## config.mk

```make
export PLATFORM = sky130hd
export DESIGN_NAME = fgr_queue
export DESIGN_NICKNAME = d
export VERILOG_FILES = /design/src/hdl/fgr_pkg.sv /design/src/hdl/fgr_queue.sv
export SDC_FILE = /design/constraint.sdc
export NUM_CORES = 1
export LEC_CHECK = 0
export BUFFER_PORTS_ARGS = -buffer_cell sky130_fd_sc_hd__buf_2
export CAP_MARGIN = 25
export CORE_UTILIZATION = 54
export DETAILED_ROUTE_END_ITERATION = 12
export PLACE_DENSITY = 0.75
export SLEW_MARGIN = 20
export SYNTH_ARGS = -nofsm -noshare
export SYNTH_HDL_FRONTEND = slang
export SYNTH_SLANG_ARGS = --single-unit
```

## constraint.sdc

```tcl
create_clock -name i_clk -period 3.6 [get_ports i_clk]
set_input_delay 1.08 -clock i_clk [delete_from_list [all_inputs] [get_ports i_clk]]
set_output_delay 1.08 -clock i_clk [all_outputs]
set_load 0.005 [all_outputs]
```

## src/hdl/fgr_pkg.sv

```systemverilog
// shared types, constants and codes of the frame geometric remapper
package fgr_pkg;

    localparam int MAX_DIM_DEF = 512;
    localparam int ROW_W       = 9;
    localparam int COL_W       = 9;
    localparam int PIX_W       = 8;
    localparam int DIM_W       = 10;
    localparam int CFG_IDX_W   = 2;
    localparam int DIM_RESET   = 512;

    // rotation coefficient, cos 45 = sin 45 in q16
    localparam int ROT_Q16     = 46341;
    localparam int ROT_W       = 17;
    localparam int FRAC_W      = 16;

    localparam int Q_DEPTH     = 8;
    localparam int Q_CNT_W     = $clog2(Q_DEPTH + 1);
    localparam int INFL_W      = 3;

    localparam logic [CFG_IDX_W-1:0] CFG_MODE = 2'd0;
    localparam logic [CFG_IDX_W-1:0] CFG_ROWS = 2'd1;
    localparam logic [CFG_IDX_W-1:0] CFG_COLS = 2'd2;

    localparam logic KIND_LOAD = 1'b0;
    localparam logic KIND_REQ  = 1'b1;

    typedef enum logic [1:0] {
        MODE_VFLIP     = 2'd0,
        MODE_HFLIP     = 2'd1,
        MODE_TRANSPOSE = 2'd2,
        MODE_ROTATE    = 2'd3
    } t_mode;

    typedef struct packed {
        logic             kind;
        logic [ROW_W-1:0] row;
        logic [COL_W-1:0] col;
        logic [PIX_W-1:0] pixel;
    } t_in_item;

    typedef struct packed {
        logic [PIX_W-1:0] out_pixel;
        logic             source_valid;
    } t_out_item;

    typedef struct packed {
        logic is_load;
        logic ok;
    } t_qctl;

endpackage

```

## src/hdl/fgr_queue.sv

```systemverilog
// short queue between the front pipeline and the frame store side
module fgr_queue import fgr_pkg::*; #(
    parameter int MAX_DIM = MAX_DIM_DEF
) (
    input  logic                            i_clk,
    input  logic                            i_rst_n,
    input  logic                            i_push,
    input  t_qctl                           i_ctl,
    input  logic [PIX_W-1:0]                i_pixel,
    input  logic [2*$clog2(MAX_DIM)-1:0]    i_addr,
    input  logic                            i_pop,
    output logic                            o_valid,
    output t_qctl                           o_ctl,
    output logic [PIX_W-1:0]                o_pixel,
    output logic [2*$clog2(MAX_DIM)-1:0]    o_addr,
    output logic [Q_CNT_W-1:0]              o_count
);

    localparam int AW    = 2 * $clog2(MAX_DIM);
    localparam int PTR_W = $clog2(Q_DEPTH);

    t_qctl            r_ctl  [Q_DEPTH];
    logic [PIX_W-1:0] r_pix  [Q_DEPTH];
    logic [AW-1:0]    r_addr [Q_DEPTH];
    logic [PTR_W-1:0] r_wp;
    logic [PTR_W-1:0] r_rp;
    logic [Q_CNT_W-1:0] r_cnt;
    logic             pop_ok;

    assign o_valid = (r_cnt != '0);
    assign pop_ok  = i_pop && o_valid;
    assign o_ctl   = r_ctl[r_rp];
    assign o_pixel = r_pix[r_rp];
    assign o_addr  = r_addr[r_rp];
    assign o_count = r_cnt;

    always_ff @(posedge i_clk) begin
        if (!i_rst_n) begin
            r_wp  <= '0;
            r_rp  <= '0;
            r_cnt <= '0;
        end else begin
            if (i_push) begin
                r_wp <= r_wp + PTR_W'(1);
            end
            if (pop_ok) begin
                r_rp <= r_rp + PTR_W'(1);
            end
            if (i_push && !pop_ok) begin
                r_cnt <= r_cnt + Q_CNT_W'(1);
            end else if (!i_push && pop_ok) begin
                r_cnt <= r_cnt - Q_CNT_W'(1);
            end
        end
    end

    always_ff @(posedge i_clk) begin
        if (i_push) begin
            r_ctl[r_wp]  <= i_ctl;
            r_pix[r_wp]  <= i_pixel;
            r_addr[r_wp] <= i_addr;
        end
    end

    a_no_overflow: assert property (@(posedge i_clk) disable iff (!i_rst_n)
        i_push |-> (r_cnt < Q_CNT_W'(Q_DEPTH)))
        else $error("queue push while full");

    a_count_up: assert property (@(posedge i_clk) disable iff (!i_rst_n)
        (i_push && !pop_ok) |=> (r_cnt == $past(r_cnt) + Q_CNT_W'(1)))
        else $error("queue count missed a push");

    a_ptr_gap: assert property (@(posedge i_clk) disable iff (!i_rst_n)
        (r_cnt == '0) |-> (r_wp == r_rp))
        else $error("queue pointers apart while empty");

endmodule

```

# Word level (Yosys, flattened, before mapping)
# Memories as Yosys holds them, arrays and structs flattened. A register that Yosys moved wholly into a read port is not among the register bits.
# Cells that the tools add are included.
[word_totals]
reg_bits = 10
latch_bits = 0
ramBits = 224
mem_bits_ro = 0
in_bits = 32
memories = 3
[memory_table]
columns = ["name", "depth", "word_bits", "read_ports", "rd_clocked_by_memory_dff", "wr", "line", "source"]
rows = [
  ["r_addr", 8, 18, 1, 1, 1, "fgr_queue.sv:24", "logic [AW-1:0] r_addr [Q_DEPTH];"],
  ["r_pix", 8, 8, 1, 1, 1, "fgr_queue.sv:23", "logic [PIX_W-1:0] r_pix [Q_DEPTH];"],
  ["r_ctl", 8, 2, 1, 1, 1, "fgr_queue.sv:22", "t_qctl r_ctl [Q_DEPTH];"],
]
[op_classes]
add_sub_neg = 4
mul = 0
div_mod_pow = 0
order_cmp = 0
n_eq_ne = 0
shift = 0
mux = 10
bitwise_logic = 0
n_reduce_logical = 7
[op_table]
columns = ["operator", "n"]
rows = [
  ["$mux 3", 6],
  ["$mux 4", 2],
  ["$add 3x1->3 const B", 2],
  ["$add 4x1->4 const B", 1],
  ["$reduce_bool 4->1", 1],
  ["$sub 4x1->4 const B", 1],
  ["$logic_and 1x1->1", 3],
  ["$logic_not 1->1", 2],
  ["$mux 1", 2],
  ["$reduce_bool 2->1", 1],
]

# Longest topological paths before layout
# Gate-level depths: netlist (run 1).
[logic_depth]
word_depth = 5
depth_mapped = 9
ltp_nobuf = 9

# Worst setup path before layout (run 1)
# No wires, ideal clock.
[synth_timing]
kind = "input-to-reg"
from = "input port i_push"
to = "memory r_addr[0][0] in the netlist's numbering, enable pin"
setup_time_ns = 0.448
arrival_time_ns = 3.113
t_required_ns = 3.152
setup_slack_ns = 0.039
stages = 2
cell_sequence = "nand2b_1 nor3_1"
[synth_via]
elab_chain_len = 2
[synth_lines]
columns = ["item", "line", "source"]
rows = [
  ["start: declaration", "fgr_queue.sv:7", "input logic i_push,"],
  ["$mux 1", "fgr_queue.sv:58", "if (i_push) begin"],
  ["$mux 1 (implied by the code)", "fgr_queue.sv:61", "r_addr[r_wp] <= i_addr;"],
  ["end: declaration", "fgr_queue.sv:24", ""],
]
# Every way passes these cells.

==> impl_metrics.py, run 1 <==
metrics = {
    "outcome": {
        "status": "completed",
    },
    "synthesis": {
        "yosys_warnings": 0,
        "netlist_area_sq_um": 9060,
        "synth_top_area_share_pct": 74.3,
        "synthCells": 392,
        "synth_area_leaders": "edfxtp_1, mux4_2, mux2_2",
        "ys_seq_elements": 237,
        "ys_types": 27,
        "syn_avg_cell_area_sq_um": 23.1,
        "yosysSeqAreaShare_pct": 77.1,
        "synth_nets": 430,
        "yosys.area.top_type": "edfxtp_1",
    },
    "finish": {
        "diodes": 0,
        "fillerInstances": 1046,
        "fin_area_sq_um": 10600,
        "multi_input_area_sq_um": 2020,
        "drive_above_1_share_pct": 40.2,
        "area_growth_pct": 16.7,
        "layout.nets": 516,
        "seqCellArea_sq_um": 6990,
    },
    "sta": {
        "setup_tns_ns": 0,
        "hold_viol": 0,
        "slew_headroom_pct": 61.6,
        "hold_slack_ns": 0.507,
        "rsz0062_at_grt": "false",
        "fin_ws_ns": 0.210,
        "tightest_slew_ns": 0.573,
        "fin_crit_sh_pct": 94.2,
        "setup_violations": 0,
        "fin_skew_ns": 0.0115,
        "min_period_ns": 3.39,
        "max_clock_freq_mhz": 295,
        "drv_slew": 0,
    },
    "clock_network": {
        "post_cts_buffers": 0,
        "cts_sinks": 237,
        "clk_pin_slew_ns": 0.06,
        "hold_buffers": 0,
        "htree_levels": 1,
        "worst_skew_pair.late_latency_ns": 0.50,
        "cts_buffers": 24,
        "cts_tree": "built",
        "clock_path_buffers": 3,
        "cts_root_buf": "clkbuf_16",
        "post_cts_resized": 0,
    },
    "power": {
        "sw_frac_of_total_pct": 23.4,
        "p_comb_share_pct": 19.2,
        "leakage_nw": 3.45,
        "clock_power_share_pct": 34.3,
        "internal_power_w": 0.00531,
        "p_seq_share_pct": 46.5,
        "p_total_w": 0.00693,
        "power.net_switching_w": 0.00162,
        "cellPowerDensity_nw_per_um2": 656,
        "peakVddDrop_mv": 0.475,
    },
    "placed_design": {
        "gp_congestion": 0.693,
        "pre_cts_slack_ns": 0.677,
        "port_buffers": 64,
        "place_area_sq_um": 9800,
        "dpl.hpwl_mm": 8.82,
    },
    "global_route": {
        "grt_first_pass_wirelength_mm": 24.8,
        "track_usage_pct": 19.2,
        "antenna_found_initial": 0,
        "grt_pass1_vias": 4438,
        "grt_start_max_net_pins": 57,
        "gr-total-overflow": 0,
    },
    "detailed_routing": {
        "vias": 4072,
        "drc": 0,
        "drtIter0Drc": 342,
        "dr.pass1.iters": 4,
        "via_per_inst": 5.73,
        "wl_per_cell_um": 22.0,
        "ant_nets": 0,
        "drt_wl_total_mm": 15.7,
    },
    "critical_path": {
        "crit_family": "multiplexers",
        "crit_path_start_kind": "flop",
        "critPathRequiredTime_ns": 2.52,
        "slowest_delay_ns": 0.56,
        "slowest_stage": "dfxtp_4",
        "r2r-start": "o_count[1]",
        "path_cells": "buf_12, mux4_1, mux2_2, buf_2",
        "crit_type": "reg -> out",
        "path_buf_inv": 2,
        "worst_setup_path_end_kind": "output port",
        "crit_arrival_ns": 2.31,
        "rrSetupSlack_ns": 1.09,
        "worst-path-max-fanout": 24,
        "worst-r2r-cell-count": 9,
        "r2r-end": "o_count[3]",
    },
    "floorplanning": {
        "rows": 46,
        "io_pins": 65,
        "die_h_um": 132,
        "die_w_um": 132,
        "dieArea_sq_um": 17300,
        "core_area_sq_um": 16100,
        "start_util_pct": 56.2,
    },
    "worst_hold_path": {
        "hp-start": "o_count[3]",
        "worstHoldEndpoint": "o_count[3]",
        "holdPathStages": 2,
        "min_path_type": "reg -> reg",
    },
    "run": {
        "max-cap-violations": 0,
    },
}
[placed cells by master, fill, tap and decap left out, types with 3 or more instances in the layout]
master     count
and2_1         7
buf_12         8
buf_2         64
buf_4          5
clkbuf_16     25
clkinv_1       7
clkinv_2       4
dfxtp_1       11
edfxtp_1     224
ha_1           5
mux2_2        28
mux2i_1        3
mux4_1         6
mux4_2        50
nand2_1        7
nand2b_1       4
nand3_1        3
nor2_4         6
xnor2_1        5
[per-stage QoR]
| stage | utilization [%] | cells |
|---|---|---|
| after floorplan | - | 392 |
| after global placement | 60.8 | 668 |
| after detailed placement | 60.8 | 668 |
| after CTS | 65.6 | 711 |
| after global routing | 65.6 | 711 |
| final | 65.6 | 711 |
[worst min-delay path, stage by stage (launching register included)]
cell and delay, ns:
dfxtp_1 0.33, nand2_1 0.06, mux2i_1 0.06
[registers in the layout (all words and copies together), names as in the netlist, named ones only]
signal and flops:
r_pix 64, r_rp 3, o_count 4, r_ctl 16, r_wp 3, r_addr 144
[cell usage after synthesis]
cell type,count
o21ai_0,1
xnor2_1,5
mux4_1,6
mux4_2,50
nand2_1,7
xor2_1,1
a211oi_1,1
mux2i_1,3
buf_6,5
or4_1,1
edfxtp_1,224
dfxtp_1,13
fa_1,1
inv_1,1
and2_1,7
a21oi_1,1
buf_2,3
a31oi_1,1
a21boi_0,1
nor2_1,7
mux2_2,28
nand3_1,3
ha_1,5
nor2b_1,2
nand2b_1,4
nor3_1,2
clkbuf_1,9
[logic make-up after synthesis]
family | count (synthesis) | synth area share, %
buf+inv | 18 | 1.20
xor+xnor | 6 | 0.580
fa+ha+maj | 6 | 0.912
flops | 237 | 77.1
simple gates | 33 | 1.84
compound gates | 5 | 0.345
mux | 87 | 18.0
[power groups by stage]
stage | logic (W) | registers, W | clock network [W]
floorplan | 0.00101 | 0.00323 | 0
global placement | 0.00133 | 0.00328 | 0
detailed placement | 0.00135 | 0.00329 | 0
CTS | 0.00136 | 0.00323 | 0.00241
global route | 0.00146 | 0.00324 | 0.00252
finish | 0.00133 | 0.00322 | 0.00237
[how the worst max path moves through the flow]
stage	startpoint	endpoint	slack, ns	cells past startpoint
final	flop	o_ctl[0]	0.21	4
after global routing	flop	o_ctl[0]	0.06	4
after detailed placement	flop	o_ctl[0]	0.68	4
after CTS	flop	o_ctl[0]	0.15	4
after floorplan	i_push	r_addr[0][0]	0.04	2
after global placement	flop	o_ctl[0]	0.69	4
[layer usage]
| layer | vias to the layer above | global-route usage, % | wire, um |
|---|---|---|---|
| met4 | 0 | 4.52 | 233 |
| met1 | 2092 | 25.2 | 6400 |
| met3 | 23 | 3.82 | 983 |
| li1 | 1813 | - | - |
| met2 | 144 | 33.1 | 8040 |
| met5 | - | 0 | 0 |
[cell type report]
type | instances | share of cell area, %
clock inverter | 16 | 1.27
tap | 216 | 2.56
inverter | 1 | 0.0355
clock buffer | 27 | 5.99
multi-input combinational | 137 | 19.1
timing repair buffer | 77 | 4.90
sequential | 237 | 66.2
Note: power is estimated with default switching activity, not from simulation.
==> inputs of run 2 (changes only) <==
==> constraint.sdc (replaced) <==
create_clock -name i_clk -period 3.6 [get_ports i_clk]
set_input_delay 1.08 -clock i_clk [delete_from_list [all_inputs] [get_ports i_clk]]
set_output_delay 1.08 -clock i_clk [all_outputs]
set_load 0.05 [all_outputs]
==> impl_metrics.py, run 2 (synthesis results as in run 1) <==
metrics = {
    "outcome": {
        "status": "completed",
    },
    "power": {
        "peakVddDrop_mv": 0.585,
        "cellPowerDensity_nw_per_um2": 703,
        "leakage_nw": 3.49,
        "power.net_switching_w": 0.00220,
        "sw_frac_of_total_pct": 29.6,
        "clock_power_share_pct": 29.5,
        "p_seq_share_pct": 43.2,
        "internal_power_w": 0.00525,
        "p_comb_share_pct": 27.2,
    },
    "finish": {
        "final_common_cell": "edfxtp_1",
        "final_cell_mix": "edfxtp_1, buf_2, mux4_2, mux2_2, buf_4",
        "reg_top3": "r_addr x144, r_pix x64, r_ctl x16",
        "area_growth_pct": 17.0,
        "fin_util_pct": 65.8,
        "top_register": "r_addr",
        "fillerInstances": 1049,
        "layout.nets": 534,
        "drive_above_1_share_pct": 41.6,
        "largest_reg_flops": 144,
        "diodes": 0,
    },
    "global_route": {
        "antenna_found_initial": 1,
        "gr-total-overflow": 0,
        "grt_first_pass_wirelength_mm": 25.1,
        "grt_pass1_vias": 4368,
        "track_usage_pct": 19.3,
        "grt_start_max_net_pins": 33,
    },
    "worst_hold_path": {
        "min_path_type": "reg -> reg",
        "holdPathStages": 2,
        "hp-start": "o_count[3]",
        "worstHoldEndpoint": "o_count[3]",
    },
    "floorplanning": {
        "start_util_pct": 56.2,
        "die_w_um": 132,
        "dieArea_sq_um": 17300,
        "io_pins": 65,
        "die_h_um": 132,
        "core_area_sq_um": 16100,
        "rows": 46,
    },
    "sta": {
        "hold_viol": 0,
        "max_clock_freq_mhz": 292,
        "setup_tns_ns": 0,
        "fin_skew_ns": 0.00567,
        "slew_headroom_pct": 61.1,
        "setup_violations": 0,
        "drv_slew": 0,
        "fin_crit_sh_pct": 95.0,
        "rsz0062_at_grt": "false",
        "tightest_slew_ns": 0.582,
        "min_period_ns": 3.42,
    },
    "critical_path": {
        "rrSetupSlack_ns": 1.06,
        "r2r-start": "o_count[1]",
        "critPathRequiredTime_ns": 2.52,
        "crit_type": "reg -> out",
        "r2r-end": "o_count[3]",
        "crit_path_start_kind": "flop",
        "worst-path-max-fanout": 18,
        "worst-r2r-cell-count": 9,
        "crit_arrival_ns": 2.34,
        "worst_setup_path_end_kind": "output port",
    },
    "run": {
        "max-cap-violations": 0,
    },
    "clock_network": {
        "post_cts_resized": 0,
        "hold_buffers": 0,
        "worst_skew_pair.late_latency_ns": 0.50,
        "htree_levels": 1,
        "cts_buffers": 24,
        "cts_tree": "built",
        "post_cts_buffers": 0,
        "cts_root_buf": "clkbuf_16",
        "clk_pin_slew_ns": 0.06,
        "clock_path_buffers": 3,
        "cts_sinks": 237,
    },
    "detailed_routing": {
        "wl_per_cell_um": 22.0,
        "drtIter0Drc": 216,
        "vias": 4177,
        "dr.pass1.iters": 4,
        "ant_nets": 0,
        "via_per_inst": 5.74,
        "drt_wl_total_mm": 16.0,
        "drc": 0,
    },
    "placed_design": {
        "dpl.hpwl_mm": 9.38,
        "port_buffers": 64,
        "gp_congestion": 0.733,
    },
}
==> run 2: through the flow <==
| stage | total power, W | std cells | setup slack [ns] | hold slack [ns] | cell area (sq um) |
|---|---|---|---|---|---|
| floorplan | 0.00482 | 392 | 0.0387 | 0.467 | 9060 |
| CTS | 0.00743 | 715 | 0.0239 | 0.494 | 10500 |
| global route | 0.00773 | 728 | 0.0940 | 0.537 | 10600 |
| global placement | 0.00518 | 673 | 0.580 | 0.464 | 9800 |
| detailed placement | 0.00523 | 673 | 0.565 | 0.484 | 9800 |
| finish | 0.00745 | 728 | 0.179 | 0.488 | 10600 |
==> run 2: worst max-delay path, stage by stage (launching register included) <==
cell     delay, ns
dfxtp_4       0.52
buf_4         0.27
mux4_1        0.56
mux2_2        0.28
buf_2         0.21
==> run 2: final cells by class <==
class	count	area (sq um)	share of cell area [%]
clock buffers	30	644	6.08
inverters	1	3.75	0.0354
repair buffers	95	616	5.81
flip-flops and latches	237	6990	66.0
clock inverters	12	53.8	0.508
well taps	216	270	2.55
multi-input cells	137	2020	19.0
==> run 2: worst max-delay path by stage <==
stage,endpoint,slack [ns],cells past startpoint
floorplan,r_addr[0][0],0.04,2
global placement,o_pixel[7],0.58,4
detailed placement,o_pixel[7],0.56,4
CTS,o_pixel[7],0.02,4
global route,o_addr[17],0.09,4
finish,o_pixel[7],0.18,4
==> run 2: layer usage <==
metal  track usage [%]  vias to the layer above  share of wire (%)
li1                  -                     1848                  -
met1              26.0                     2181                 41
met2              32.9                      120                 52
met3              3.16                       26                4.8
met4              4.84                        2                1.9
met5                 0                        -              0.081
==> run 2: power groups by stage <==
| stage | logic [W] | clock network [W] | registers (W) |
|---|---|---|---|
| finish | 0.00203 | 0.00220 | 0.00322 |
| global route | 0.00215 | 0.00235 | 0.00323 |
| CTS | 0.00194 | 0.00224 | 0.00324 |
| detailed placement | 0.00193 | 0 | 0.00330 |
| global placement | 0.00190 | 0 | 0.00329 |
| floorplan | 0.00153 | 0 | 0.00329 |
