$ cat src/hdl/fgr_pkg.sv
// shared types, constants and codes of the frame geometric remapper
package fgr_pkg;

    localparam int MAX_DIM_DEF = 512;
    localparam int ROW_W       = 9;
    localparam int COL_W       = 9;
    localparam int PIX_W       = 8;
    localparam int DIM_W       = 10;
    localparam int CFG_IDX_W   = 2;
    localparam int DIM_RESET   = 512;

    // rotation coefficient, cos 45 = sin 45 in q16
    localparam int ROT_Q16     = 46341;
    localparam int ROT_W       = 17;
    localparam int FRAC_W      = 16;

    localparam int Q_DEPTH     = 8;
    localparam int Q_CNT_W     = $clog2(Q_DEPTH + 1);
    localparam int INFL_W      = 3;

    localparam logic [CFG_IDX_W-1:0] CFG_MODE = 2'd0;
    localparam logic [CFG_IDX_W-1:0] CFG_ROWS = 2'd1;
    localparam logic [CFG_IDX_W-1:0] CFG_COLS = 2'd2;

    localparam logic KIND_LOAD = 1'b0;
    localparam logic KIND_REQ  = 1'b1;

    typedef enum logic [1:0] {
        MODE_VFLIP     = 2'd0,
        MODE_HFLIP     = 2'd1,
        MODE_TRANSPOSE = 2'd2,
        MODE_ROTATE    = 2'd3
    } t_mode;

    typedef struct packed {
        logic             kind;
        logic [ROW_W-1:0] row;
        logic [COL_W-1:0] col;
        logic [PIX_W-1:0] pixel;
    } t_in_item;

    typedef struct packed {
        logic [PIX_W-1:0] out_pixel;
        logic             source_valid;
    } t_out_item;

    typedef struct packed {
        logic is_load;
        logic ok;
    } t_qctl;

endpackage

$ cat src/hdl/fgr_front.sv
// front pipeline: configuration, classification and source address computation
module fgr_front import fgr_pkg::*; #(
    parameter int MAX_DIM = MAX_DIM_DEF
) (
    input  logic                            i_clk,
    input  logic                            i_rst_n,
    input  logic                            i_take,
    input  t_in_item                        i_item,
    input  logic                            i_cfg_valid,
    output logic                            o_cfg_ready,
    input  logic [CFG_IDX_W-1:0]            i_cfg_index,
    input  logic [DIM_W-1:0]                i_cfg_data,
    output logic                            o_push,
    output t_qctl                           o_ctl,
    output logic [PIX_W-1:0]                o_pixel,
    output logic [2*$clog2(MAX_DIM)-1:0]    o_addr,
    output logic [INFL_W-1:0]               o_inflight
);

    localparam int CW = $clog2(MAX_DIM);
    localparam int DW = CW + 1;
    localparam int EW = ((DW > DIM_W) ? DW : DIM_W) + 2;
    localparam int FW = EW + 1;
    localparam int PW = FW + ROT_W;
    localparam int SW = PW + 1;
    localparam logic signed [ROT_W-1:0] KQ  = ROT_W'(ROT_Q16);
    localparam logic signed [SW-1:0]    RND = SW'((1 << FRAC_W) - 1);

    t_mode            r_mode;
    logic [DIM_W-1:0] r_rows;
    logic [DIM_W-1:0] r_cols;

    logic signed [EW-1:0] rows_e;
    logic signed [EW-1:0] cols_e;
    logic signed [EW-1:0] max_e;
    logic signed [EW-1:0] ox;
    logic signed [EW-1:0] oy;

    // stage 1: raw item
    logic     r_p1_v;
    t_in_item r_p1_item;

    // stage 2: classified, simple coordinates or rotation differences
    logic                 r_p2_v;
    logic                 r_p2_load;
    logic                 r_p2_ok;
    logic                 r_p2_rot;
    logic [PIX_W-1:0]     r_p2_pix;
    logic signed [EW-1:0] r_p2_sx;
    logic signed [EW-1:0] r_p2_sy;
    logic signed [FW-1:0] r_p2_dsum;
    logic signed [FW-1:0] r_p2_ddif;

    logic                 n_p2_load;
    logic                 n_p2_ok;
    logic                 n_p2_rot;
    logic signed [EW-1:0] n_p2_sx;
    logic signed [EW-1:0] n_p2_sy;
    logic signed [FW-1:0] n_p2_dsum;
    logic signed [FW-1:0] n_p2_ddif;
    logic signed [EW-1:0] rr;
    logic signed [EW-1:0] cc;
    logic signed [FW-1:0] nx;
    logic signed [FW-1:0] ny;

    // stage 3: products
    logic                 r_p3_v;
    logic                 r_p3_load;
    logic                 r_p3_ok;
    logic                 r_p3_rot;
    logic [PIX_W-1:0]     r_p3_pix;
    logic signed [EW-1:0] r_p3_sx;
    logic signed [EW-1:0] r_p3_sy;
    logic signed [PW-1:0] r_p3_px;
    logic signed [PW-1:0] r_p3_py;
    logic signed [PW-1:0] n_p3_px;
    logic signed [PW-1:0] n_p3_py;

    // stage 4: q16 source coordinates
    logic                 r_p4_v;
    logic                 r_p4_load;
    logic                 r_p4_ok;
    logic [PIX_W-1:0]     r_p4_pix;
    logic signed [SW-1:0] r_p4_x;
    logic signed [SW-1:0] r_p4_y;
    logic signed [SW-1:0] n_p4_x;
    logic signed [SW-1:0] n_p4_y;

    logic signed [SW-1:0] tx;
    logic signed [SW-1:0] ty;
    logic                 in_b;

    // configuration registers
    assign o_cfg_ready = 1'b1;

    always_ff @(posedge i_clk) begin
        if (!i_rst_n) begin
            r_mode <= MODE_VFLIP;
            r_rows <= DIM_W'(DIM_RESET);
            r_cols <= DIM_W'(DIM_RESET);
        end else if (i_cfg_valid) begin
            unique case (i_cfg_index)
                CFG_MODE: r_mode <= t_mode'(i_cfg_data[1:0]);
                CFG_ROWS: r_rows <= i_cfg_data;
                CFG_COLS: r_cols <= i_cfg_data;
                default: begin
                end
            endcase
        end
    end

    // clamped frame size and rotation center
    always_comb begin
        max_e = EW'(MAX_DIM);
        if (r_rows == '0) begin
            rows_e = EW'(1);
        end else if (EW'(r_rows) > max_e) begin
            rows_e = max_e;
        end else begin
            rows_e = EW'(r_rows);
        end
        if (r_cols == '0) begin
            cols_e = EW'(1);
        end else if (EW'(r_cols) > max_e) begin
            cols_e = max_e;
        end else begin
            cols_e = EW'(r_cols);
        end
        ox = cols_e >>> 1;
        oy = rows_e >>> 1;
    end

    // classify
    always_comb begin
        rr        = EW'(r_p1_item.row);
        cc        = EW'(r_p1_item.col);
        nx        = FW'(cc) - FW'(ox);
        ny        = FW'(rr) - FW'(oy);
        n_p2_load = (r_p1_item.kind == KIND_LOAD);
        n_p2_rot  = 1'b0;
        n_p2_sx   = cc;
        n_p2_sy   = rr;
        n_p2_dsum = nx + ny;
        n_p2_ddif = ny - nx;
        if (n_p2_load) begin
            n_p2_ok = (rr < max_e) && (cc < max_e);
        end else begin
            n_p2_ok = (rr < rows_e) && (cc < cols_e);
            unique case (r_mode)
                MODE_VFLIP:     n_p2_sy = rows_e - EW'(1) - rr;
                MODE_HFLIP:     n_p2_sx = cols_e - EW'(1) - cc;
                MODE_TRANSPOSE: begin
                    n_p2_sx = rr;
                    n_p2_sy = cc;
                end
                MODE_ROTATE:    n_p2_rot = 1'b1;
            endcase
        end
    end

    assign n_p3_px = PW'(r_p2_dsum) * PW'(KQ);
    assign n_p3_py = PW'(r_p2_ddif) * PW'(KQ);

    // simple coordinates are carried as exact q16 values
    always_comb begin
        if (r_p3_rot) begin
            n_p4_x = SW'(r_p3_px) + (SW'(ox) <<< FRAC_W);
            n_p4_y = SW'(r_p3_py) + (SW'(oy) <<< FRAC_W);
        end else begin
            n_p4_x = SW'(r_p3_sx) <<< FRAC_W;
            n_p4_y = SW'(r_p3_sy) <<< FRAC_W;
        end
    end

    // truncate toward zero and bound check
    always_comb begin
        tx   = r_p4_x[SW-1] ? ((r_p4_x + RND) >>> FRAC_W) : (r_p4_x >>> FRAC_W);
        ty   = r_p4_y[SW-1] ? ((r_p4_y + RND) >>> FRAC_W) : (r_p4_y >>> FRAC_W);
        in_b = (tx >= 0) && (tx < SW'(cols_e)) && (ty >= 0) && (ty < SW'(rows_e));
    end

    assign o_push        = r_p4_v;
    assign o_ctl.is_load = r_p4_load;
    assign o_ctl.ok      = r_p4_load ? r_p4_ok : (r_p4_ok && in_b);
    assign o_pixel       = r_p4_pix;
    assign o_addr        = {ty[CW-1:0], tx[CW-1:0]};
    assign o_inflight    = INFL_W'(r_p1_v) + INFL_W'(r_p2_v) + INFL_W'(r_p3_v)
                         + INFL_W'(r_p4_v);

    always_ff @(posedge i_clk) begin
        if (!i_rst_n) begin
            r_p1_v <= 1'b0;
            r_p2_v <= 1'b0;
            r_p3_v <= 1'b0;
            r_p4_v <= 1'b0;
        end else begin
            r_p1_v <= i_take;
            r_p2_v <= r_p1_v;
            r_p3_v <= r_p2_v;
            r_p4_v <= r_p3_v;
        end
    end

    always_ff @(posedge i_clk) begin
        if (i_take) begin
            r_p1_item <= i_item;
        end
        r_p2_load <= n_p2_load;
        r_p2_ok   <= n_p2_ok;
        r_p2_rot  <= n_p2_rot;
        r_p2_pix  <= r_p1_item.pixel;
        r_p2_sx   <= n_p2_sx;
        r_p2_sy   <= n_p2_sy;
        r_p2_dsum <= n_p2_dsum;
        r_p2_ddif <= n_p2_ddif;
        r_p3_load <= r_p2_load;
        r_p3_ok   <= r_p2_ok;
        r_p3_rot  <= r_p2_rot;
        r_p3_pix  <= r_p2_pix;
        r_p3_sx   <= r_p2_sx;
        r_p3_sy   <= r_p2_sy;
        r_p3_px   <= n_p3_px;
        r_p3_py   <= n_p3_py;
        r_p4_load <= r_p3_load;
        r_p4_ok   <= r_p3_ok;
        r_p4_pix  <= r_p3_pix;
        r_p4_x    <= n_p4_x;
        r_p4_y    <= n_p4_y;
    end

endmodule

$ cat config.mk
export PLATFORM = sky130hd
export DESIGN_NAME = fgr_front
export DESIGN_NICKNAME = d
export VERILOG_FILES = /design/src/hdl/fgr_pkg.sv /design/src/hdl/fgr_front.sv
export SDC_FILE = /design/constraint.sdc
export NUM_CORES = 1
export LEC_CHECK = 0
export BUFFER_PORTS_ARGS = -buffer_cell sky130_fd_sc_hd__buf_2
export CAP_MARGIN = 20
export CORE_ASPECT_RATIO = 0.9
export CORE_MARGIN = 2
export CORE_UTILIZATION = 57
export CTS_BUF_LIST = sky130_fd_sc_hd__clkbuf_16
export CTS_CLUSTER_DIAMETER = 150
export DETAILED_ROUTE_END_ITERATION = 6
export GPL_TIMING_DRIVEN = 1
export PLACE_DENSITY = 0.83
export SLEW_MARGIN = 5
export SYNTH_ARGS = -nofsm -noshare
export SYNTH_HDL_FRONTEND = slang
export SYNTH_SLANG_ARGS = --single-unit
$ cat constraint.sdc
create_clock -name i_clk -period 4.95 [get_ports i_clk]
set_clock_uncertainty 0.2 [all_clocks]
set_input_delay 0.7425 -clock i_clk [delete_from_list [all_inputs] [get_ports i_clk]]
set_output_delay 0.7425 -clock i_clk [all_outputs]
set_load 0.03 [all_outputs]
# ---- Word level (Yosys, flattened, before mapping)
# Cells that the tools add are included.
dict set report op_classes {
  add_sub_neg 15
  mul 2
  n_lt_le_gt_ge 10
  eq_ne 5
  n_mux 15
  bitwise_logic 1
  reduce_logical 13
}
# cell count
set ops {}
lappend ops {{two-way mux 31 bit} 4}
lappend ops {{adder 30 x 26 -> 31 bit} 2}
lappend ops {{adder 31 x 17 -> 31 bit (second input constant)} 2}
lappend ops {{greater-or-equal comparator 31 x 1 -> 1 bit (second input constant)} 2}
lappend ops {{< comparator 31 x 11 -> 1 bit} 2}
lappend ops {{multiplier 11 x 17 -> 28 bit (second input constant)} 2}
lappend ops {{case mux 12 bit (2 select lines)} 2}
lappend ops {{two-way mux 10 bit} 4}
lappend ops {{< comparator 10 x 12 -> 1 bit} 2}
lappend ops {{subtractor 12 x 10 -> 12 bit} 2}
lappend ops {{subtractor 12 x 2 -> 12 bit (second input constant)} 2}
lappend ops {{> comparator 10 bit (second input constant)} 2}
lappend ops {{logical NOT 10 bit} 2}
lappend ops {{< comparator 9 x 10 -> 1 bit (second input constant)} 2}
lappend ops {{subtractor 9 x 9 -> 10 bit} 2}
lappend ops {{two-way mux 9 bit} 2}
lappend ops {{adder 10 x 10 -> 11 bit} 1}
lappend ops {{subtractor 10 x 10 -> 11 bit} 1}
lappend ops {{equality test 2 bit (second input constant)} 3}
lappend ops {{logical AND 1 bit} 6}
lappend ops {{AND reduction 2 bit} 3}
lappend ops {{equality test 2 x 1 -> 1 bit (second input constant)} 2}
lappend ops {{logical NOT 2 bit} 2}
lappend ops {{adder 2 x 1 -> 3 bit} 1}
lappend ops {{other kinds (4)} 6}
dict set report totals {
  register_bits 277
  out_inout_bits 33
}

# ---- Longest topological paths before layout
# Gate-level depths: netlist of the first run.
dict set report depth {
  word_depth 9
  ltp_mapped 20
}

# ---- Worst setup path before layout of the first run
# No wires, ideal clock.
dict set report synth_path {
  path_type {flip-flop to flip-flop}
  start {register, netlist name r_p2_ddif[10]}
  end {register r_p3_py[28]}
  arrival_ps 4606
  t_required_ps 4620
  path_slack_ps 14
  path_stages_with_launch 17
  n_path_buf 0
  period_less_slack_ps 4936
  cell_sequence {dfxtp_1 > ha_1 > inv_1 > fa_1 > fa_1 > inv_1 > fa_1 > fa_1 > ha_1 > a21o_1 > a21o_1 > a31oi_1 > nand2_1 > o21a_1 > a41o_1 > o41ai_2 > xnor2_1}
}
dict set report synth_via {
  elab_chain_len 1
}
# element line_no
set synth_lines {}
lappend synth_lines {{multiplier 11 x 17 -> 28 bit} fgr_front.sv:162} ;# assign n_p3_py = PW'(r_p2_ddif) * PW'(KQ);
lappend synth_lines {{net n_p3_py[27]} fgr_front.sv:77} ;# logic signed [PW-1:0] n_p3_py;
lappend synth_lines {{end signal, assigned} fgr_front.sv:223} ;# r_p3_py <= n_p3_py;
lappend synth_lines {{end, declared} fgr_front.sv:75} ;# logic signed [PW-1:0] r_p3_py;
# The timed path passes the listed nets, and every way through them passes these cells.
# A chain may end at the register's enable or synchronous reset.

==> impl_metrics.py, run 1 <==
metrics = {
    "run_status": {
        "status": "complete, no violations",
    },
    "timing": {
        "final_hold_viol_count": 0,
        "tightest_slew_ps": 975,
        "rsz0062_at_grt": "true",
        "fin_crit_ps": 4840,
        "finalCritPeriodShare_pct": 97.9,
        "drv_slew": 0,
        "setup_viol": 0,
        "relSlewSlack_pct": 35.0,
        "max_freq_ghz": 0.206,
    },
    "logic_synthesis": {
        "ys.flop_type": "dfxtp_1",
        "synth_mux_area_share_pct": 1.95,
        "synth_edf_count": 27,
        "yosysWarnings": 0,
        "async_reset_ff_share_pct": 0,
        "synthSimpleGateAreaFrac_pct": 9.45,
        "syn_inst": 1666,
        "synth_xor_area_share_pct": 6.02,
        "netlist_area_sq_mm": 0.0167,
        "synth_top_family_by_area": "adder cells",
        "ys_types": 72,
        "ys_seq_elements": 270,
        "syn_area_per_cell_sq_um": 10.0,
        "synth_compound_area_share_pct": 12.1,
        "synth_fa_ha_area_share_pct": 30.0,
        "synth_fp_nets": 2063,
        "synth-seq-area-share_pct": 33.9,
    },
    "floorplanning": {
        "die_width_microns": 185,
        "dieHeight_microns": 167,
        "die_area_sq_mm": 0.0307,
        "pin_count": 76,
        "num_rows": 59,
        "core-area_sq_mm": 0.0289,
        "initial_utilization_pct": 57.9,
    },
    "cts": {
        "path_clk_slew_ps": 60,
        "cts.sinks": 270,
        "clk_latency_ps": 550,
        "cts_max_level": 1,
        "cts_tree": "yes",
        "cts_buffers": 28,
        "max-clock-path-buffers": 3,
        "root_buffer": "clkbuf_16",
    },
    "final_layout": {
        "multi_input_area_sq_mm": 0.0102,
        "antenna_cells": 0,
        "final_cells": 2189,
        "layout_common_cells": "ha_1, inv_1, dfxtp_1",
        "final_nets": 2169,
        "layout-drive-gt1-share_pct": 11.3,
        "syn_to_final_growth_pct": 12.6,
        "layout_commonest_cell": "ha_1",
        "n_fill_cell": 2128,
        "seq_area_sq_mm": 0.00568,
    },
    "routing": {
        "post_drt_via_cell_ratio": 5.49,
        "wl_per_cell_microns": 17.7,
        "first_pass_iters": 5,
        "drc": 0,
        "num_vias": 12000,
        "drt-total-wl_microns": 38800,
        "drtIter0Drc": 918,
        "ant_nets": 0,
    },
    "critical_path": {
        "r2r_end": "r_p3_py[28]$_DFF_P_",
        "r2r-start": "r_p2_ddif[10]$_DFF_P_",
        "cp_max_fo": 4,
        "reg2regPathDepth": 16,
        "worstSetupPathType": "reg2out",
        "crit_cells": 13,
        "critPathSlowestCell": "dfxtp_1",
        "cpPeakStageDelay_ps": 350,
        "path_cells": "nor4_4, a41oi_2, and3_4, and3_1, and3_1, xor2_1, ha_1, nor2b_1, a2111oi_2, o31ai_1, o2111ai_2, a31o_1, clkbuf_4",
        "crit_start": "r_p4_x[0]$_SDFF_PN0_",
        "cpLargestDelayFamily": "simple AND/OR/NAND/NOR gates",
        "cp_num_buf_inv": 1,
        "critPathCaptureType": "output port",
        "cp_common_cell": "and3_1",
        "startpoint_type": "flip-flop",
        "reg2reg_slack_ps": 130,
        "worstPathRequired_ps": 4010,
        "critPathCapture": "o_ctl[0]",
        "arrival_ps": 3900,
    },
    "placement": {
        "numPlacedInstances": 2134,
        "io_buffers": 74,
        "gp_congestion": 0.942,
        "hpwl_microns": 30200,
    },
    "min_path": {
        "hold_class": "reg2reg",
        "min-delay-start": "r_p2_sx[5]$_DFF_P_",
    },
    "global_routing": {
        "gr-usage-all-layers_pct": 25.4,
        "grt.overflow.total": 0,
        "antenna_found_initial": 0,
        "grt_pass1_wl_microns": 62300,
        "grt_max_degree": 53,
        "grt_pass1_vias": 12300,
    },
    "run": {
        "max-cap-violations": 0,
    },
}
## area by class of cell
| cell class | instances | share of cell area (%) |
|---|---|---|
| well taps | 396 | 2.63 |
| repair buffers | 100 | 3.02 |
| clock buffers | 29 | 3.85 |
| inverters | 263 | 5.24 |
| clock inverters | 22 | 1.12 |
| flip-flops and latches | 270 | 30.2 |
| multi-input cells | 1109 | 54.0 |
## worst reg2reg max path: cells and delay by family (launching register included)
kind                     cells  cell delay (ps)
adder cells (fa/ha/maj)      6             2590
AO/OA/AOI/OAI                6             1300
flip-flops                   1              350
XOR/XNOR                     1              150
buffers and inverters        2              110
AND/OR/NAND/NOR              1               80
## sequential cells by signal, summed over array words and instances, names as in the netlist, 2 cells and up
register	flops
r_p3_sx	12
r_p4_x	31
r_p2_sy	12
r_p3_py	28
cc	9
r_p3_px	27
r_mode	2
r_p4_y	30
r_p2_pix	8
r_p2_dsum	11
r_p2_sx	12
r_rows	10
r_cols	10
r_p2_ddif	10
r_p1_item	18
r_p3_pix	8
o_pixel	8
r_p3_sy	12
## synth_stat cells (5+ instances only)
library cell  count  area share [%]
edfxtp_1         27             4.8
a21o_1           35             1.6
mux2_2           13            0.88
nand2b_1          6            0.22
o21ai_0          49             1.5
o21bai_1         20            0.90
a211oi_1          5            0.22
clkbuf_1         18            0.40
nor4_1           17            0.64
a21oi_1          84             2.5
o31ai_1           7            0.31
nand2_1          74             1.7
o211ai_1          6            0.27
a31oi_1          12            0.45
dfxtp_1         243              29
and2_1           40             1.5
a22oi_1          16            0.72
nor2_1           59             1.3
fa_1             79             9.5
ha_1            275              21
mux2i_1          18             1.1
a21boi_0         10            0.45
o2111ai_1         5            0.26
o21ai_1           7            0.21
xor2_1           26             1.4
nor3_1           16            0.48
nand3b_1          5            0.22
o21a_1           14            0.63
and4_1            6            0.31
nor2b_1          34             1.3
nand3_1          17            0.51
and3_1           12            0.45
or3_1             5            0.19
xnor2_1          89             4.7
inv_1           262             5.9
## per-layer routing
| metal | wire [microns] | global-route usage [%] |
|---|---|---|
| met1 | 17000 | 34.3 |
| met2 | 18100 | 42.3 |
| met3 | 2730 | 4.42 |
| met4 | 887 | 6.61 |
| met5 | 0 | 0 |
## worst min-delay path by stage
| stage | slack (ps) | cells after the start | to |
|---|---|---|---|
| 3_3_place_gp | 110 | 0 | r_p3_pix[7]$_DFF_P_ |
| 4_1_cts | 130 | 0 | r_p3_sx[5]$_DFF_P_ |
| 6_report | 120 | 0 | r_p3_sx[5]$_DFF_P_ |
| 5_1_grt | 130 | 0 | r_p3_sy[6]$_DFF_P_ |
| 3_5_place_dp | 110 | 0 | r_p3_rot$_DFF_P_ |
| 2_1_floorplan | 110 | 0 | o_pixel[0]$_DFF_P_ |
## through the flow
stage          TNS [ps]  hold slack, ps  util [%]  instance area (sq um)  setup slack, ps
2_1_floorplan         0             110         -                  16700             13.8
3_3_place_gp          0             110      61.2                  17700              127
3_5_place_dp          0             112      61.2                  17700             42.1
4_1_cts               0             126      64.7                  18700             17.0
5_1_grt           -23.7             130      65.2                  18800            -23.4
6_report              0             124      65.2                  18800              105
## kinds of logic after synthesis
family	after synthesis
fa+ha+maj	354
simple gates	305
compound gates	303
buf+inv	287
flops	270
xor+xnor	115
mux	31
other cells	1
## repair_timing
action                     CTS  global route
hold buffers                 0             0
gates resized for setup     12            25
pin swaps                    1            10
setup buffers                1             3
hold endpoints to repair     0             0
setup endpoints to repair    4            10
Power of run 1 is not shown: default switching activity piles up to over one toggle a cycle in this logic, so the estimate is an artifact.
==> run 2, diff against run 1 <==
--- a/config.mk
+++ b/config.mk
@@ -5,6 +5,7 @@
 export SDC_FILE = /design/constraint.sdc
 export NUM_CORES = 1
 export LEC_CHECK = 0
+export ABC_AREA = 1
 export BUFFER_PORTS_ARGS = -buffer_cell sky130_fd_sc_hd__buf_2
 export CAP_MARGIN = 20
 export CORE_ASPECT_RATIO = 0.9
==> run 2 against run 1 <==
Effect of this change:
- non-clock buffer count shrank 11
- hold slack lost 7.7 ps
- register-to-register slack gained 90 ps
- via count grew 12%
- utilization shrank 0.77 points
- final cell count grew 17%
- die area grew 4.1%
- clock-buffer cell count grew 2
- routed wire length grew 5.9%
- flip-flop and latch count is the same
- highest routed layer unchanged
==> impl_metrics.py, run 2 <==
metrics = {
    "timing": {
        "drv_slew": 0,
        "final_hold_viol_count": 0,
        "setup_viol": 0,
        "finalCritPeriodShare_pct": 95.6,
        "relSlewSlack_pct": 29.6,
        "tightest_slew_ps": 1050,
        "fin_crit_ps": 4730,
        "max_freq_ghz": 0.211,
    },
    "routing": {
        "drtIter0Drc": 1037,
        "ant_nets": 0,
        "first_pass_iters": 5,
        "post_drt_via_cell_ratio": 5.24,
        "wl_per_cell_microns": 16.0,
        "drt-total-wl_microns": 41100,
        "num_vias": 13500,
        "drc": 0,
    },
    "placement": {
        "hpwl_microns": 33000,
        "io_buffers": 74,
        "numPlacedInstances": 2514,
        "gp_congestion": 0.950,
    },
    "logic_synthesis": {
        "synth_edf_count": 27,
        "synth_top_family_by_area": "adder cells",
        "synth_area_leaders": "dfxtp_1, ha_1, fa_1",
        "syn_inst": 2045,
        "synth_common_cells": "inv_1, nand2_1, ha_1, dfxtp_1, nor2_1",
        "ys_types": 54,
        "yosysTopAreaCell": "dfxtp_1",
        "synth_top_area_share_pct": 27.9,
        "synth_fp_nets": 2442,
        "yosysWarnings": 0,
        "syn_area_per_cell_sq_um": 8.52,
        "synth_xor_area_share_pct": 4.72,
        "synth_compound_area_share_pct": 10.3,
        "synthSimpleGateAreaFrac_pct": 14.4,
        "ys_seq_elements": 270,
        "synth-seq-area-share_pct": 32.6,
        "yosysMostFrequentCell": "inv_1",
        "netlist_area_sq_mm": 0.0174,
        "async_reset_ff_share_pct": 0,
        "ys.flop_type": "dfxtp_1",
        "synth_fa_ha_area_share_pct": 28.8,
        "synth_mux_area_share_pct": 0,
    },
    "final_layout": {
        "seq_area_sq_mm": 0.00568,
        "top_register": "r_p4_x",
        "multi_input_area_sq_mm": 0.0102,
        "n_fill_cell": 2480,
        "layout_common_cells": "inv_1, nand2_1, ha_1",
        "final_util_pct": 64.5,
        "antenna_cells": 0,
        "layout-drive-gt1-share_pct": 8.22,
        "final_cells": 2568,
        "layout_commonest_cell": "inv_1",
        "final_nets": 2540,
        "top_regs": "r_p4_x x31, r_p4_y x30, r_p3_py x28",
        "largest_reg_flops": 31,
        "syn_to_final_growth_pct": 11.1,
    },
    "critical_path": {
        "worstPathRequired_ps": 5220,
        "worstSetupPathType": "reg2reg",
        "reg2regPathDepth": 15,
        "cp_max_fo": 4,
        "critPathCaptureType": "flip-flop",
        "startpoint_type": "flip-flop",
        "reg2reg_slack_ps": 220,
        "arrival_ps": 5000,
    },
    "floorplanning": {
        "die_area_sq_mm": 0.0320,
        "dieHeight_microns": 170,
        "die_width_microns": 188,
        "initial_utilization_pct": 58.0,
        "num_rows": 60,
        "pin_count": 76,
        "core-area_sq_mm": 0.0300,
    },
    "global_routing": {
        "gr-usage-all-layers_pct": 25.9,
        "grt.overflow.total": 0,
        "antenna_found_initial": 0,
        "grt_pass1_wl_microns": 66500,
        "grt_pass1_vias": 13200,
        "grt_max_degree": 55,
    },
    "cts": {
        "cts_buffers": 28,
        "clk_latency_ps": 550,
        "cts_tree": "yes",
        "root_buffer": "clkbuf_16",
        "ctsHoldBuffers": 0,
        "cts_max_level": 1,
        "cts.sinks": 270,
        "max-clock-path-buffers": 3,
        "path_clk_slew_ps": 60,
    },
    "run_status": {
        "status": "complete, no violations",
    },
    "run": {
        "max-cap-violations": 0,
    },
    "min_path": {
        "holdPathStages": 0,
        "hold_class": "reg2reg",
    },
}
run 2: changes by cell type after synthesis, sizes merged, moves of 18 or more:
cell / previous run / this run
xor2: 26 / 69
and2: 40 / 1
a21o: 35 / 9
mux2i: 18 / 0
nor2: 59 / 149
a21oi: 86 / 131
nor2b: 34 / 0
inv: 262 / 404
nand3: 17 / 73
o21ai: 56 / 97
xnor2: 89 / 25
nand2: 74 / 316
run 2: final cells by class:
type / instances / share of cell area [%]
inverter: 405 / 7.85
sequential: 270 / 29.3
multi-input combinational: 1349 / 52.7
clock buffer: 31 / 4.01
timing repair buffer: 89 / 2.51
tap: 403 / 2.61
clock inverter: 21 / 0.983
run 2: worst max-delay path: stages, from the launching register on:
cell      delay (ps)
dfxtp_1          410
ha_2             330
inv_1            110
fa_1             470
fa_1             560
inv_1             50
fa_1             510
fa_1             510
ha_1             370
nand2_1          120
nor4_2           370
a21oi_2          130
o21bai_1         210
nand3_1          100
nand2_1           80
xor2_1           130
run 2: logic make-up after synthesis:
kind of cell,Yosys count
AOI/OAI and AO/OA,309
xor gates and xnor gates,94
adders and majority gates,354
buffers and inverters,426
DFF,270
other,1
and+or+nand+nor,591
run 2: worst paths after layout:
kind / start / to
worst max-delay path: r_p2_ddif[7]$_DFF_P_ / r_p3_py[24]$_DFF_P_
worst min-delay path: r_p3_pix[4]$_DFF_P_ / o_pixel[4]$_DFF_P_
worst max register to register: r_p2_ddif[7]$_DFF_P_ / r_p3_py[24]$_DFF_P_
worst min register to register: r_p3_pix[4]$_DFF_P_ / o_pixel[4]$_DFF_P_
run 2: layer usage:
layer	track usage (%)	vias up	part of all wire [%]
li1	-	6771	-
met1	37.1	6206	47
met2	40.9	413	44
met3	4.21	73	7.1
met4	6.62	0	2.7
met5	0	-	0
run 2: per-stage QoR:
stage | setup WS (ps) | TNS, ps | hold WS, ps | instance area, sq um
6_report | 220 | 0 | 117 | 19400
5_1_grt | -23.4 | -40.8 | 128 | 19400
4_1_cts | 18.1 | 0 | 120 | 19300
3_5_place_dp | 150 | 0 | 112 | 18300
3_3_place_gp | 229 | 0 | 110 | 18300
2_1_floorplan | 387 | 0 | 110 | 17400
run 2: repair_timing:
item | CTS | global route
setup buffers | 0 | 2
gates resized for setup | 0 | 13
endpoints found under the setup margin | 0 | 7
hold endpoints to repair | 0 | 0
Power of run 2 is left out for the same reason.
